$ cat src/design/tprq_pkg.sv
// ----------------------------------------------------------------------------
// tprq_pkg
// Types and constants shared by the timestamp paced release queue.
// ----------------------------------------------------------------------------
package tprq_pkg;

  localparam int DEFAULT_QUEUE_DEPTH = 16;

  localparam int CMD_W   = 2;
  localparam int TAG_W   = 16;
  localparam int TS_W    = 32;
  localparam int NOW_W   = 48;
  localparam int RATE_W  = 20;
  localparam int ORIG_W  = NOW_W + 1;
  localparam int DIFF_W  = 64;
  localparam int MSC_W   = 10;
  localparam int PROD_W  = TS_W + MSC_W;
  localparam int DIV_CNT_W = $clog2(PROD_W);

  localparam int S_TDATA_W = TAG_W + TS_W + NOW_W;
  localparam int M_TDATA_W = TAG_W + TS_W;
  localparam int M_TUSER_W = 2;

  localparam logic [RATE_W-1:0] DEFAULT_RATE = RATE_W'(8000);
  localparam logic [MSC_W-1:0]  MS_PER_S     = MSC_W'(1000);

  typedef enum logic [CMD_W-1:0] {
    CMD_PUSH  = 2'd0,
    CMD_GET   = 2'd1,
    CMD_FLUSH = 2'd2,
    CMD_NOP   = 2'd3
  } cmd_t;

  typedef enum logic [2:0] {
    ST_IDLE,
    ST_EXEC,
    ST_READ,
    ST_MUL,
    ST_DIV,
    ST_DECIDE,
    ST_DONE
  } state_t;

  typedef struct packed {
    logic [TAG_W-1:0] tag;
    logic [TS_W-1:0]  ts;
  } entry_t;

endpackage

$ cat src/design/timestamp_paced_release_queue.sv
// ----------------------------------------------------------------------------
// timestamp_paced_release_queue
// Packet tag fifo that releases the head once its media timestamp, converted
// to milliseconds, has been reached against a time origin set by the first get.
//
//   channel   dir   handshake          contents
//   s_*       in    tvalid/tready      tuser: cmd; tdata: tag, timestamp, now_ms
//   m_*       out   tvalid/tready      tuser: released, dropped; tdata: tag, ts
//   cfg_*     in    cfg_wen            cfg_wdata: media_clock_rate
//
// push, flush, no-op and empty-queue get words pass through the exec and done
// states to the output register.
// a get on a non-empty queue also passes through the read, multiply, divide and
// decide states; the 42-step restoring divider converts the head timestamp to ms.
// rst is synchronous; it clears pointers, count, origin, rate and state, not the entry memory.
// a new word is accepted while a finished result waits in the output register;
// a second result waits in the done state until that register is taken.
// ----------------------------------------------------------------------------
module timestamp_paced_release_queue
  import tprq_pkg::*;
#(
  parameter int QUEUE_DEPTH = DEFAULT_QUEUE_DEPTH
) (
  input  logic                  clk,
  input  logic                  rst,
  input  logic                  cfg_wen,
  input  logic [RATE_W-1:0]     cfg_wdata,    // media_clock_rate
  input  logic                  s_tvalid,
  output logic                  s_tready,
  input  logic [S_TDATA_W-1:0]  s_tdata,      // pkt_tag, pkt_timestamp, now_ms
  input  logic [CMD_W-1:0]      s_tuser,      // cmd
  output logic                  m_tvalid,
  input  logic                  m_tready,
  output logic [M_TDATA_W-1:0]  m_tdata,      // out_tag, out_timestamp
  output logic [M_TUSER_W-1:0]  m_tuser       // released, dropped
);

  localparam int IDX_W = $clog2(QUEUE_DEPTH);
  localparam int CNT_W = $clog2(QUEUE_DEPTH + 1);

  state_t state, state_next;

  entry_t mem [QUEUE_DEPTH];
  entry_t rd_data;

  logic [RATE_W-1:0] rate;
  logic [IDX_W-1:0]  head, tail;
  logic [CNT_W-1:0]  count;
  logic [ORIG_W-1:0] origin;
  logic              origin_valid;

  cmd_t              cmd;
  logic [TAG_W-1:0]  in_tag;
  logic [TS_W-1:0]   in_ts;
  logic [NOW_W-1:0]  now;

  logic [DIFF_W-1:0]    diff;
  logic [PROD_W-1:0]    dvd;
  logic [RATE_W:0]      rem;
  logic [DIV_CNT_W-1:0] div_cnt;

  logic              res_released, res_dropped;
  entry_t            res_entry;

  logic              s_accept, out_free, div_last, pop;
  logic [RATE_W-1:0] divisor;
  logic [RATE_W:0]   rem_shift;
  logic [IDX_W-1:0]  head_inc, tail_inc;
  logic              q_full, q_empty;

  assign s_accept  = s_tvalid && s_tready;
  assign out_free  = !m_tvalid || m_tready;
  assign divisor   = (rate == '0) ? RATE_W'(1) : rate;
  assign rem_shift = {rem[RATE_W-1:0], dvd[PROD_W-1]};
  assign div_last  = (div_cnt == DIV_CNT_W'(PROD_W - 1));
  assign head_inc  = (head == IDX_W'(QUEUE_DEPTH - 1)) ? '0 : head + 1'b1;
  assign tail_inc  = (tail == IDX_W'(QUEUE_DEPTH - 1)) ? '0 : tail + 1'b1;
  assign q_full    = (count == CNT_W'(QUEUE_DEPTH));
  assign q_empty   = (count == '0);
  assign pop       = !origin_valid || ({{(DIFF_W-PROD_W){1'b0}}, dvd} <= diff);

  // next state
  always_comb begin
    state_next = state;
    unique case (state)
      ST_IDLE:   if (s_accept) state_next = ST_EXEC;
      ST_EXEC:   state_next = (cmd == CMD_GET && !q_empty) ? ST_READ : ST_DONE;
      ST_READ:   state_next = ST_MUL;
      ST_MUL:    state_next = ST_DIV;
      ST_DIV:    if (div_last) state_next = ST_DECIDE;
      ST_DECIDE: state_next = ST_DONE;
      ST_DONE:   if (out_free) state_next = ST_IDLE;
      default:   state_next = ST_IDLE;
    endcase
  end

  // outputs
  always_comb begin
    s_tready = (state == ST_IDLE) && !rst;
  end

  always_ff @(posedge clk) begin
    if (rst) begin
      state <= ST_IDLE;
    end else begin
      state <= state_next;
    end
  end

  always_ff @(posedge clk) begin
    if (rst) begin
      rate <= DEFAULT_RATE;
    end else if (cfg_wen) begin
      rate <= cfg_wdata;
    end
  end

  // entry memory
  always_ff @(posedge clk) begin
    if (state == ST_EXEC && cmd == CMD_PUSH && !q_full) begin
      mem[tail] <= '{tag: in_tag, ts: in_ts};
    end
    if (state == ST_READ) begin
      rd_data <= mem[head];
    end
  end

  always_ff @(posedge clk) begin
    if (s_accept) begin
      cmd    <= cmd_t'(s_tuser);
      in_tag <= s_tdata[TAG_W-1:0];
      in_ts  <= s_tdata[TAG_W+TS_W-1:TAG_W];
      now    <= s_tdata[S_TDATA_W-1:TAG_W+TS_W];
    end
    if (state == ST_READ) begin
      diff <= DIFF_W'(now) - {{(DIFF_W-ORIG_W){origin[ORIG_W-1]}}, origin};
    end
    unique case (state)
      ST_MUL: begin
        dvd     <= PROD_W'(rd_data.ts) * PROD_W'(MS_PER_S);
        rem     <= '0;
        div_cnt <= '0;
      end
      ST_DIV: begin
        div_cnt <= div_cnt + 1'b1;
        if (rem_shift >= {1'b0, divisor}) begin
          rem <= rem_shift - {1'b0, divisor};
          dvd <= {dvd[PROD_W-2:0], 1'b1};
        end else begin
          rem <= rem_shift;
          dvd <= {dvd[PROD_W-2:0], 1'b0};
        end
      end
      default: begin
      end
    endcase
  end

  // queue control and result
  always_ff @(posedge clk) begin
    if (rst) begin
      head         <= '0;
      tail         <= '0;
      count        <= '0;
      origin       <= '0;
      origin_valid <= 1'b0;
      res_released <= 1'b0;
      res_dropped  <= 1'b0;
      res_entry    <= '0;
    end else if (state == ST_EXEC) begin
      res_released <= 1'b0;
      res_dropped  <= 1'b0;
      res_entry    <= '0;
      unique case (cmd)
        CMD_PUSH: begin
          if (q_full) begin
            res_dropped <= 1'b1;
          end else begin
            tail  <= tail_inc;
            count <= count + 1'b1;
          end
        end
        CMD_FLUSH: begin
          head         <= '0;
          tail         <= '0;
          count        <= '0;
          origin       <= '0;
          origin_valid <= 1'b0;
        end
        CMD_GET, CMD_NOP: begin
        end
        default: begin
        end
      endcase
    end else if (state == ST_DECIDE) begin
      if (!origin_valid) begin
        origin       <= ORIG_W'(now) - ORIG_W'(dvd);
        origin_valid <= 1'b1;
      end
      if (pop) begin
        head         <= head_inc;
        count        <= count - 1'b1;
        res_released <= 1'b1;
        res_entry    <= rd_data;
      end
    end
  end

  // output register
  always_ff @(posedge clk) begin
    if (rst) begin
      m_tvalid <= 1'b0;
    end else if (state == ST_DONE && out_free) begin
      m_tvalid <= 1'b1;
    end else if (m_tready) begin
      m_tvalid <= 1'b0;
    end
  end

  always_ff @(posedge clk) begin
    if (state == ST_DONE && out_free) begin
      m_tdata <= {res_entry.ts, res_entry.tag};
      m_tuser <= {res_dropped, res_released};
    end
  end

  a_count_bound: assert property (@(posedge clk) disable iff (rst)
    count <= CNT_W'(QUEUE_DEPTH))
    else $error("entry count above queue depth");

  a_empty_ptrs: assert property (@(posedge clk) disable iff (rst)
    count == '0 |-> head == tail)
    else $error("empty queue with head and tail apart");

  a_pop_nonempty: assert property (@(posedge clk) disable iff (rst)
    state == ST_DECIDE |-> count != '0)
    else $error("release decision on an empty queue");

  a_flush_clears: assert property (@(posedge clk) disable iff (rst)
    state == ST_EXEC && cmd == CMD_FLUSH |=> !origin_valid && count == '0)
    else $error("flush left origin or entries behind");

  a_one_flag: assert property (@(posedge clk) disable iff (rst)
    m_tvalid |-> !(m_tuser[0] && m_tuser[1]))
    else $error("released and dropped on the same word");

endmodule

$ cat config.mk
export PLATFORM = sky130hd
export DESIGN_NAME = timestamp_paced_release_queue
export DESIGN_NICKNAME = d
export VERILOG_FILES = /design/src/design/tprq_pkg.sv /design/src/design/timestamp_paced_release_queue.sv
export SDC_FILE = /design/constraint.sdc
export NUM_CORES = 2
export LEC_CHECK = 0
export CORE_UTILIZATION = 54
export CTS_CLUSTER_DIAMETER = 30
export DETAILED_ROUTE_END_ITERATION = 10
export DONT_BUFFER_PORTS = 1
export PLACE_DENSITY = 0.69
export SYNTH_ARGS = -nofsm -noshare
export SYNTH_HDL_FRONTEND = slang
export SYNTH_SLANG_ARGS = --single-unit
$ cat constraint.sdc
create_clock -name clk -period 7.41 [get_ports clk]
set_clock_uncertainty 0.1 [all_clocks]
set_input_delay 0 -clock clk [delete_from_list [all_inputs] [get_ports clk]]
set_output_delay 0 -clock clk [all_outputs]
set_load 0.02 [all_outputs]
Word-level counts from Yosys, hierarchy flattened:

Memory sizes are Yosys's and may differ from the RTL's. A register that Yosys moved wholly into a read port is not among the register bits.
Index checks and enable logic that the tools add are counted.
W data, S select, Z words.

* flip-flop bits (word level): 417
* RAM bits: 768
* bits of input ports: 123
* memories kept: 1

* add/subtract/negate cells: 8
* $mul: 1
* magnitude comparators: 2
* equality and inequality tests: 20
* mux-type cells: 37
* reductions and logical operators: 30

Memories
* mem: depth 16, bits a word 48, rd ports 1, clocked after Yosys merged registers in 1, wr ports 1, line timestamp_paced_release_queue.sv:43 `entry_t mem [QUEUE_DEPTH];`

Operator list (number)
* $mux W49: 4
* $pmux W42 S2: 1
* $le A42 B64 Y1: 1
* $sub A49 B49 Y50: 1
* $sub A48 B42 Y49: 1
* $mux W20: 2
* $pmux W20 S2: 1
* $mul A32 B7 Y39 const B: 1
* $mux W4: 7
* $ge A21 B20 Y1: 1
* $pmux W3 S7: 1
* $logic_not A20 Y1: 1
* $mux W5: 4
* $sub A20 B20 Y20: 1
* $mux W3: 4
* $pmux W6 S2: 1
* $reduce_and A3 Y1: 4
* $mux W1: 10
* $pmux W5 S2: 1
* $reduce_bool A2 Y1: 5
* $eq A3 B3 Y1 const B: 3
* $add A4 B1 Y4 const B: 2
* $eq A4 B4 Y1 const B: 2
* $ne A2 B2 Y1 const B: 4
* 22 further kinds: 35

Depth between registers and ports, before layout:

* depth after elaboration: 5
* gate-level depth with buffers: 19
* mapped depth without buffers: 19

Worst setup path before layout:

Ideal clock, no wire load.

* path type: register -> register
* from: reg state[2]
* to: reg div_cnt[0], enable pin
* arrival: 5.436 ns
* required time: 6.722 ns
* path slack: 1.286 ns
* stages on the path, launching flop included: 4
* buffers on the path: 2
* period minus slack after synthesis: 6.124 ns
* path through: dfxtp_1 > clkbuf_1 > clkbuf_1 > o21ai_0

* word-level cells in the longest chain between the ends: 2

RTL lines
* start: declaration: line timestamp_paced_release_queue.sv:41 `state_t state, state_next;`
* start signal: assignment: line timestamp_paced_release_queue.sv:106 `state <= state_next;`
* $eq A3 B3 Y1 or $eq A3 B2 Y1 (tied branches): line timestamp_paced_release_queue.sv:138 `unique case (state)`
* $reduce_bool A2 Y1 (no source line) *
* end signal: assignment: line timestamp_paced_release_queue.sv:145 `div_cnt <= div_cnt + 1'b1;`
* end: declaration: line timestamp_paced_release_queue.sv:60 `logic [DIV_CNT_W-1:0] div_cnt;`

Every way passes the cells marked *; elsewhere a longest branch is shown, timed or not.
A chain may end at the register's enable or synchronous reset.

Final worst setup path:

* from: reg rd_data[14] (netlist name)
* to: reg dvd[41], data pin

* word-level cells in the longest chain between the ends: 2

RTL lines
* $mul A32 B7 Y39: line timestamp_paced_release_queue.sv:140 `dvd <= PROD_W'(rd_data.ts) * PROD_W'(MS_PER_S);`
* $pmux W42 S2: line timestamp_paced_release_queue.sv:138
* end signal: assignment: line timestamp_paced_release_queue.sv:140
* end signal: assignment: line timestamp_paced_release_queue.sv:148 `dvd <= {dvd[PROD_W-2:0], 1'b1};`
* end signal: assignment: line timestamp_paced_release_queue.sv:151 `dvd <= {dvd[PROD_W-2:0], 1'b0};`
* end: declaration: line timestamp_paced_release_queue.sv:58 `logic [PROD_W-1:0] dvd;`

No other way between the ends.

==> implementation parameters <==
Parameter                              Value

Run status
  Run status ... finished, final reports clean

Timing
  Achievable clock frequency ... 168 MHz
  Worst Max-Slew Pin Slew ... 1.20 ns
  Period Utilization, post-route ... 80.3%
  Setup Total Neg Slack ... 0 ns
  Final critical path time including I/O delays and setup ... 5.95 ns
  Final setup viols ... 0
  Relative slew slack ... 19.8%
  RSZ-0062 raised after global routing ... false
  Worst hold slack ... 0.123 ns
  Min setup slack post-route ... 1.46 ns
  Final Hold Fails ... 0
  Max-slew violation count ... 0

Cells and area
  Post-synthesis to final-layout area growth ... 22.3%
  Most common library cell in the layout ignoring fill and taps ... sky130_fd_sc_hd__edfxtp_1
  Top library cells by usage in the layout, fill and taps aside ... sky130_fd_sc_hd__edfxtp_1 (1,082), sky130_fd_sc_hd__inv_1 (351), sky130_fd_sc_hd__nor2_1 (255), sky130_fd_sc_hd__dlygate4sd3_1 (255), sky130_fd_sc_hd__ha_1 (246)
  Design Area, Final ... 0.0694 sq mm
  Non-filler cells in the finished layout ... 5,767
  Fraction of layout cells with a size suffix above 1 ... 16.3%
  Total number of nets in the final design ... 4,670

Critical path
  Slowest cell delay on critical path ... 0.64 ns
  R2r worst-path depth ... 17
  Levels on crit path ... 17
  Maximum fanout along the worst path ... 5
  CP bufs+invs ... 2
  Critical Path Sink Type ... register
  Crit-path leading delay family ... adder cells
  Critical Path RT ... 7.83 ns
  Critical-path cell list ... inv_1, fa_1, fa_1, fa_1, fa_1, inv_1, ha_1, a21oi_1, o21ai_0, a2111oi_0, o211ai_1, a31oi_1, o31ai_1, nand3_1, o21ai_1, xnor2_1, a21oi_1
  Kind of critical path ... reg2reg
  Critical path data arrival time ... 6.37 ns
  Most used cell along the critical path ... sky130_fd_sc_hd__fa_1
  Slowest cell on the critical path ... sky130_fd_sc_hd__a2111oi_0
  Type of origin of the critical path ... register

CTS
  Number of buffers on the longest clock path ... 3
  Number of clock sinks ... 1,219
  Number of buffers created by CTS ... 225
  Clock input transition at the sequential cells of the worst setup and hold paths ... 0.05 ns
  CTS tree ... done
  Clock latency on the worst-skew pair ... 0.86 ns
  Level count of the clock H-tree ... 4
  Post-CTS setup-driven buffer insertion count ... 0
  Root buffer cell ... sky130_fd_sc_hd__clkbuf_16

Power and ir drop
  Net Sw Frac ... 29.5%
  Maximum vdd ir drop ... 0.296 mV
  Internal power consumption ... 17,800 uW
  Switch Pwr ... 7440 uW
  Share of total power in combinational logic ... 23.4%
  Standby leakage power ... 0.0252 uW
  Clock power frac ... 43.8%
  Power Density ... 363 mW/mm^2
  Part of the total power dissipated in sequential elements ... 32.8%

Global route
  Initial antenna violation count ... 4
  Overall overflow remaining after global route ... 0
  Total routing resource utilization after global routing ... 26.0%
  Largest net degree at the start of global routing ... 110
  First-pass GRT wire length ... 208 mm
  Number of global-route vias before repair ... 34,900

Floorplan
  Number of primary I/O pins ... 175
  Area of the placeable core ... 0.104 sq mm
  Total number of placement rows ... 118
  Effective utilization at floorplan ... 54.7%
  Die footprint ... 0.106 sq mm
  Die boundary width ... 326 microns
  Overall die height ... 326 microns

Synthesis
  Post-synthesis instance area ... 0.0567 sq mm
  Area fraction in and, or, nand and nor cells after synthesis ... 5.18%
  Number of storage elements in the synthesis netlist ... 1,219
  XOR/XNOR Fraction of Synth Area ... 2.05%
  Multiplexer share of the synthesized area ... 10.2%
  Gate count of the mapped netlist ... 3,792
  Most used DFF post-synth ... sky130_fd_sc_hd__edfxtp_1
  Post-synthesis compound-gate area fraction ... 7.55%
  Area share of the leading cell type in the synthesized netlist ... 57.3%
  Top post-synthesis cells by area ... sky130_fd_sc_hd__edfxtp_1 (57%), sky130_fd_sc_hd__mux4_2 (9.5%), sky130_fd_sc_hd__ha_1 (5.4%), sky130_fd_sc_hd__dfxtp_1 (4.8%), sky130_fd_sc_hd__fa_1 (4.3%)
  Share of synthesized flip-flops with an asynchronous set or reset ... 0%
  Syn Area/Cell ... 15.0 sq um
  Count of cell types in the netlist ... 77
  Post-synthesis sequential area ratio ... 62.1%
  Area share of fa/ha/maj cells after synthesis ... 9.69%
  Syn Nets ... 4,282
  Yosys top cell by area ... sky130_fd_sc_hd__edfxtp_1
  Number of enable flip-flop cells after synthesis ... 1,082
  Combinational family with the most area after synthesis ... multiplexers
  Number of warning messages in the yosys log ... 0

Routing
  Post-Route WL ... 136 mm
  Detailed-routing iteration count for the pre-antenna-repair pass ... 5
  DRC Markers ... 0
  Number of antenna-violating nets in the routed design ... 0
  Total number of vias ... 33,800
  Average via count per standard cell ... 5.86
  Initial DRC Count ... 2,934
  Routed WL per cell ... 23.6 microns

Place
  Gpl congestion ... 0.927
  Total placed instance area ... 0.0585 sq mm
  IO buf count ... 0
  Placed cell count ... 5,077
  Detailed placement HPWL ... 75.7 mm
  Post-placement worst setup slack ... 1.51 ns

Min path
  Worst Hold Path Cells ... 2
  Hold Path Class ... in2reg

Job
  Maximum Capacitance Violations ... 0
[per-layer routing]
layer	wire (microns)	part of all wire (%)	track usage [%]	up-vias
met2	66600	49	42.9	1276
met3	8720	6.4	4.56	262
met5	0	0	0	-
met1	57100	42	34.9	17100
li1	-	-	-	15200
met4	3590	2.6	8.91	0
[path summary, 6_finish.rpt]
| kind | start | to | slack (ns) |
|---|---|---|---|
| setup / recovery | rd_data[14]$_DFFE_PP_ | dvd[41]$_DFFE_PP_ | 1.46 |
| hold / removal | cfg_wen | rate[9]$_SDFFE_PP1P_ | 0.12 |
| setup reg to reg | rd_data[14]$_DFFE_PP_ | dvd[41]$_DFFE_PP_ | 1.46 |
| hold reg to reg | res_entry[1]$_SDFFE_PP0P_ | m_tdata[17]$_DFFE_PP_ | 0.33 |
[kinds of logic (layout without fill, tap and decap cells)]
logic type	after synthesis	in the layout
compound gates	669	669
xor+xnor	133	133
fa+ha+maj	367	367
buf+inv	488	1079
flops	1219	1219
mux	277	277
other cells	0	4
simple gates	639	639
[Yosys cell counts (all sizes together) (14+ instances only)]
cell,n
a31oi,18
a22o,29
xnor2,78
inv,351
ha,246
fa,121
dfxtp,137
mux4,240
nor4,15
nor2,269
o211ai,14
and3,14
nor2b,21
nand2b,24
nand2,139
nand3,35
a21o,87
o21ai,113
o21bai,20
edfxtp,1082
xor2,55
clkbuf,117
a211oi,18
a21oi,245
buf,19
nor3,30
mux2i,37
a22oi,19
nand4,40
o21a,25
[layout make-up]
class | instances | area (sq um)
Fill cell | 6978 | 34400
Antenna cell | 4 | 10.0
Multi-Input combinational cell | 2085 | 19800
Clock buffer | 251 | 5770
Clock inverter | 179 | 2610
Timing Repair Buffer | 297 | 2910
Inverter | 352 | 1320
Tap cell | 1380 | 1730
Sequential cell | 1219 | 35200
[what timing repair did]
action | in CTS | in global routing
hold endpoints to repair | 312 | 0
hold buffers | 256 | 0
endpoints found under the setup margin | 0 | 0
resized for setup | 0 | 0
[state kept, by name (all words and copies together), names as in the netlist, 3 cells and up]
| name | flops |
|---|---|
| rem | 20 |
| res_entry | 48 |
| rd_data | 48 |
| mem | 768 |
| now | 48 |
| diff | 50 |
| state | 3 |
| origin | 49 |
| div_cnt | 6 |
| m_tdata | 48 |
| dvd | 42 |
| in_ts | 32 |
| rate | 20 |
| count | 5 |
| head | 4 |
| tail | 4 |
| in_tag | 16 |
[power by group through the flow]
stage               clock (uW)  combinational, uW  sequential [uW]
CTS                      11200               5870             8270
floorplan                    0               4590             8290
finish                   11100               5900             8280
detailed placement           0               5680             8400
global route             11500               6680             8310
global placement             0               5620             8390
[metrics by stage]
stage          util, %  power [uW]
6_report          66.9       25200
5_1_grt           66.9       26500
4_1_cts           66.9       25300
3_5_place_dp      56.3       14100
3_3_place_gp      56.3       14000
2_1_floorplan        -       12900
[worst register-to-register path, cell delays in order, from the launching register on]
cell                        delay, ns
sky130_fd_sc_hd__edfxtp_1        0.41
sky130_fd_sc_hd__inv_1           0.27
sky130_fd_sc_hd__fa_1            0.51
sky130_fd_sc_hd__fa_1            0.55
sky130_fd_sc_hd__fa_1            0.44
sky130_fd_sc_hd__fa_1            0.51
sky130_fd_sc_hd__inv_1           0.05
sky130_fd_sc_hd__ha_1            0.36
sky130_fd_sc_hd__a21oi_1         0.25
sky130_fd_sc_hd__o21ai_0         0.13
sky130_fd_sc_hd__a2111oi_0       0.64
sky130_fd_sc_hd__o211ai_1        0.32
sky130_fd_sc_hd__a31oi_1         0.45
sky130_fd_sc_hd__o31ai_1         0.17
sky130_fd_sc_hd__nand3_1         0.15
sky130_fd_sc_hd__o21ai_1         0.09
sky130_fd_sc_hd__xnor2_1         0.14
sky130_fd_sc_hd__a21oi_1         0.08
Power figures use the tool's default switching activity.
